[config.mk]
export PLATFORM = sky130hd
export DESIGN_NAME = olfid_cell
export DESIGN_NICKNAME = d
export VERILOG_FILES = /design/src/rtl/core/olfid_pkg.sv /design/src/rtl/core/olfid_cell.sv
export SDC_FILE = /design/constraint.sdc
export NUM_CORES = 1
export LEC_CHECK = 0
export BUFFER_PORTS_ARGS = -buffer_cell sky130_fd_sc_hd__buf_4
export CORE_ASPECT_RATIO = 1.5
export CORE_UTILIZATION = 44
export CTS_BUF_LIST = sky130_fd_sc_hd__clkbuf_8
export CTS_CLUSTER_DIAMETER = 30
export DETAILED_ROUTE_END_ITERATION = 10
export GPL_TIMING_DRIVEN = 0
export PLACE_DENSITY_LB_ADDON = 0.25
export SETUP_SLACK_MARGIN = 0.15
export SYNTH_ARGS = -nofsm -noshare
export SYNTH_HDL_FRONTEND = slang
export SYNTH_SLANG_ARGS = --single-unit
[constraint.sdc]
create_clock -name clk -period 7.3 [get_ports clk]
set_input_delay 0.73 -clock clk [delete_from_list [all_inputs] [get_ports clk]]
set_output_delay 0.73 -clock clk [all_outputs]
set_load 0.02 [all_outputs]
[src/rtl/core/olfid_pkg.sv]
`timescale 1ns / 1ps

package olfid_pkg;

	localparam int unsigned VALUE_W = 32;
	localparam int unsigned COUNT_W = 5;

	typedef enum logic [1:0] {
		KIND_INSERT = 2'd0,
		KIND_DELETE = 2'd1,
		KIND_READ   = 2'd2,
		KIND_CLEAR  = 2'd3
	} kind_t;

	typedef enum logic [2:0] {
		STATUS_INSERTED  = 3'd0,
		STATUS_FULL      = 3'd1,
		STATUS_REMOVED   = 3'd2,
		STATUS_NOT_FOUND = 3'd3,
		STATUS_ENTRY     = 3'd4,
		STATUS_EMPTY     = 3'd5,
		STATUS_CLEARED   = 3'd6
	} status_t;

	typedef struct packed {
		kind_t                      kind;
		logic signed [VALUE_W-1:0]  value;
	} in_item_t;

	typedef struct packed {
		status_t                    status;
		logic signed [VALUE_W-1:0]  item_value;
		logic [COUNT_W-1:0]         entry_count;
		logic                       last;
	} out_item_t;

	// operation that every cell carries out
	typedef enum logic [2:0] {
		CELL_HOLD       = 3'd0,
		CELL_PUSH       = 3'd1,
		CELL_COMPARE    = 3'd2,
		CELL_PULL_MATCH = 3'd3,
		CELL_PULL       = 3'd4
	} cell_op_t;

	typedef struct packed {
		cell_op_t                   op;
		logic signed [VALUE_W-1:0]  key;
	} cell_ctl_t;

endpackage

[src/rtl/core/olfid_cell.sv]
`timescale 1ns / 1ps

module olfid_cell (
	input  logic                                   clk,
	input  olfid_pkg::cell_ctl_t                   ctl,
	input  logic signed [olfid_pkg::VALUE_W-1:0]   left_val,
	input  logic signed [olfid_pkg::VALUE_W-1:0]   right_val,
	input  logic signed [olfid_pkg::VALUE_W-1:0]   wrap_val,
	input  logic                                   live,
	input  logic                                   right_live,
	input  logic                                   match_in,
	output logic                                   match_out,
	output logic signed [olfid_pkg::VALUE_W-1:0]   value
);
	import olfid_pkg::*;

	logic signed [VALUE_W-1:0] value_q;
	logic signed [VALUE_W-1:0] pull_val;
	logic                      match_q;

	// last live cell wraps around to the front entry
	assign pull_val  = right_live ? right_val : wrap_val;
	// true from the first match onward
	assign match_out = match_in | match_q;
	assign value     = value_q;

	always_ff @(posedge clk) begin
		unique case (ctl.op)
			CELL_HOLD: begin
			end
			CELL_PUSH: begin
				value_q <= left_val;
			end
			CELL_COMPARE: begin
				match_q <= live && (value_q == ctl.key);
			end
			CELL_PULL_MATCH: begin
				if (match_out) begin
					value_q <= pull_val;
				end
			end
			CELL_PULL: begin
				value_q <= pull_val;
			end
			default: begin
			end
		endcase
	end

endmodule

==> summary.md <==
| Metric | Value |
|---|---|
| Hold path startpoint | `left_val[9]` |
| Static Leak | `1.76 nW` |
| Die H | `88.3 microns` |
| Layout cells sized above 1 | `0.563` |
| DIE AREA | `5250 sq um` |
| Netlist cell types | `20` |
| CTS Hold Bufs | `0` |
| Initial antenna violation count | `0` |
| Clock Sinks | `33` |
| Outcome | `complete, no violations` |
| Vias in the first global route | `2124` |
| Routed wire length | `6590 microns` |
| Fmax | `496 MHz` |
| Required @ worst endpoint | `6.57 ns` |
| Final worst path period share | `0.276` |
| WP data arrival | `1.29 ns` |
| Syn_nets | `326` |
| Crit Path Category | `input pin to output port` |
| P&R area growth vs syn | `66.5%` |
| R2R setup slack | `5.77 ns` |
| Mean Syn Cell Area | `11.4 sq um` |
| Pre-antenna DRT Iters | `4` |
| CTS tree | `yes` |
| Period minus WS final | `2.02 ns` |
| Core Footprint | `4810 sq um` |
| Worst relative slew slack | `0.628` |
| Layout Cells excl Fill | `432` |
| Final hold violations | `0` |
| DR iter-0 viols | `53` |
| Avg WL per Cell | `15.3 microns` |
| Finished layout cell area | `3630 sq um` |
| CTS resizes | `0` |
| Post-CTS setup buffers | `0` |
| Filler instances | `369` |
| All-layer global routing usage | `0.251` |
| Largest net degree at the start of global routing | `20` |
| FP Rows | `31` |
| Clk_lat worst skew | `0.28 ns` |
| Setup TNS | `0 ns` |
| Final Max Slew Viols | `0` |
| Post-synth top flop | `edfxtp_1` |
| Clock transition at path regs | `0.07 ns` |
| TritonCTS Buffers | `5` |
| # DRC | `0` |
| H-tree levels | `2` |
| Sequential fraction of the synthesis area | `0.454` |
| Met2 Track Usage GR | `0.474` |
| ANT nets after route | `0` |
| Mapped Cells | `191` |
| RSZ-0062 raised after global routing | `false` |
| Mapped cell area | `2180 sq um` |
| Async SR Flop Fraction | `0` |
| # port buffers | `166` |
| Final #Nets | `500` |
| VDD IR-drop max | `0.144 mV` |
| GRT met1 Usage | `0.254` |
| Worst Path Max Fanout | `2` |
| Ys Warns | `0` |
| EDFF count, synth | `33` |
| Hpwl dp | `5440 microns` |
| GPL Wtd Cong | `0.815` |
| Via count | `2132` |
| Worst-case clock buffer depth | `2` |
| Die Wd | `59.5 microns` |
| Critical path startpoint category | `input pin` |
| Max-Cap Viols | `0` |
| Ant diodes | `0` |
| Worst-Margin Slew | `0.555 ns` |
| Worst Setup SP | `match_in` |
| Crit end category | `output port` |
| Seq cells post-synth | `33` |
| Met3 Use GR | `0.0629` |
| Worst hold path type | `input pin to flop` |
| Worst Skew | `0.00694 ns` |
| Finish-stage setup viols | `0` |
| First-pass GRT wire length | `9550 microns` |
| Starting Density | `0.454` |
| Vias per Instance | `4.94` |
| FF-to-FF Start | `value[12]` |
| Grt ovf | `0` |
| Dpl cells | `424` |
| Power per standard cell area | `155 nW/um^2` |
| Post-DP Area | `3550 sq um` |
| Global routing's busiest layer | `met2` |
| Io pins | `168` |
| Root Driver | `clkbuf_8` |
==> kinds of logic after synthesis <==
kind of cell,share of synthesized area
XOR/XNOR,0.132
buffers and inverters,0.0442
AO/OA/AOI/OAI,0.112
AND/OR/NAND/NOR,0.110
multiplexers,0.147
flip-flops,0.454
==> layout make-up <==
| class | instances | area, sq um | share of cell area |
|---|---|---|---|
| Tap cell | 66 | 82.6 | 0.0227 |
| Clock inverter | 3 | 13.8 | 0.00379 |
| Clock buffer | 5 | 68.8 | 0.0189 |
| Sequential cell | 33 | 991 | 0.273 |
| Multi-Input combinational cell | 148 | 1110 | 0.305 |
| Timing Repair Buffer | 167 | 1270 | 0.351 |
| Buffer | 10 | 96.3 | 0.0265 |
==> power breakdown <==
part	total [mW]	switching, mW	internal (mW)
clock	0.129	0.0641	0.0646
sequential	0.245	0.0124	0.233
combinational	0.188	0.0854	0.102
==> worst paths after layout <==
path | end | cells after the start
setup / recovery | match_out | 3
hold / removal | value[9] | 3
setup reg to reg | match_q | 4
hold reg to reg | match_q | 3
==> layer usage <==
| layer | vias up | share of wire |
|---|---|---|
| met5 | - | 0 |
| met4 | 0 | 0.031 |
| met3 | 16 | 0.078 |
| met2 | 107 | 0.55 |
| met1 | 967 | 0.34 |
| li1 | 1042 | - |
==> cell usage after synthesis (2+ instances only) <==
| library cell | number | area (sq um) |
|---|---|---|
| buf_2 | 4 | 20.0 |
| buf_6 | 5 | 56.3 |
| edfxtp_1 | 33 | 991 |
| mux2i_1 | 32 | 320 |
| nand2_1 | 33 | 124 |
| nand3_1 | 2 | 10.0 |
| nor3_1 | 2 | 10.0 |
| nor4_1 | 7 | 43.8 |
| o21ai_0 | 15 | 75.1 |
| o21ai_2 | 17 | 149 |
| xnor2_1 | 2 | 17.5 |
| xor2_1 | 31 | 272 |
==> layout by cell type (no fill, tap or decap) <==
cell type / Yosys / final
edfxtp_1: 33 / 33
o21ai_0: 15 / 14
nor3_1: 2 / 2
nand3_1: 2 / 2
nand4_1: 1 / 1
buf_2: 4 / 4
nor4_1: 7 / 7
mux2i_1: 32 / 32
o21ai_1: 1 / 1
buf_16: 0 / 1
buf_6: 5 / 5
nand2_1: 33 / 33
inv_1: 0 / 1
or2_2: 1 / 1
xor2_1: 31 / 31
nor2b_4: 1 / 1
nor3b_4: 1 / 1
buf_12: 1 / 1
clkbuf_8: 0 / 5
buf_4: 0 / 166
o21ai_2: 17 / 17
xnor2_1: 2 / 2
clkinv_2: 0 / 2
nor3b_1: 1 / 1
o21ai_4: 0 / 1
a21oi_4: 1 / 1
==> stage by stage <==
step                      hold WS (ns)   util  setup slack (ns)  total power, mW
after floorplan                  0.816      -              3.71            0.335
after global placement           0.722  0.730              2.51            0.430
after detailed placement         0.737  0.738              5.27            0.438
after CTS                        0.714  0.755              5.29            0.566
after global routing             0.715  0.755              5.27            0.591
final                            0.719  0.755              5.28            0.562
==> critical path: stages <==
cell	delay, ns
buf_4	0.11
or2_2	0.28
buf_4	0.16
==> flip-flops by register name, summed over array words and instances (netlist names) <==
name / cells
match_q: 1
value: 32
(Power assumes the default switching activity.)
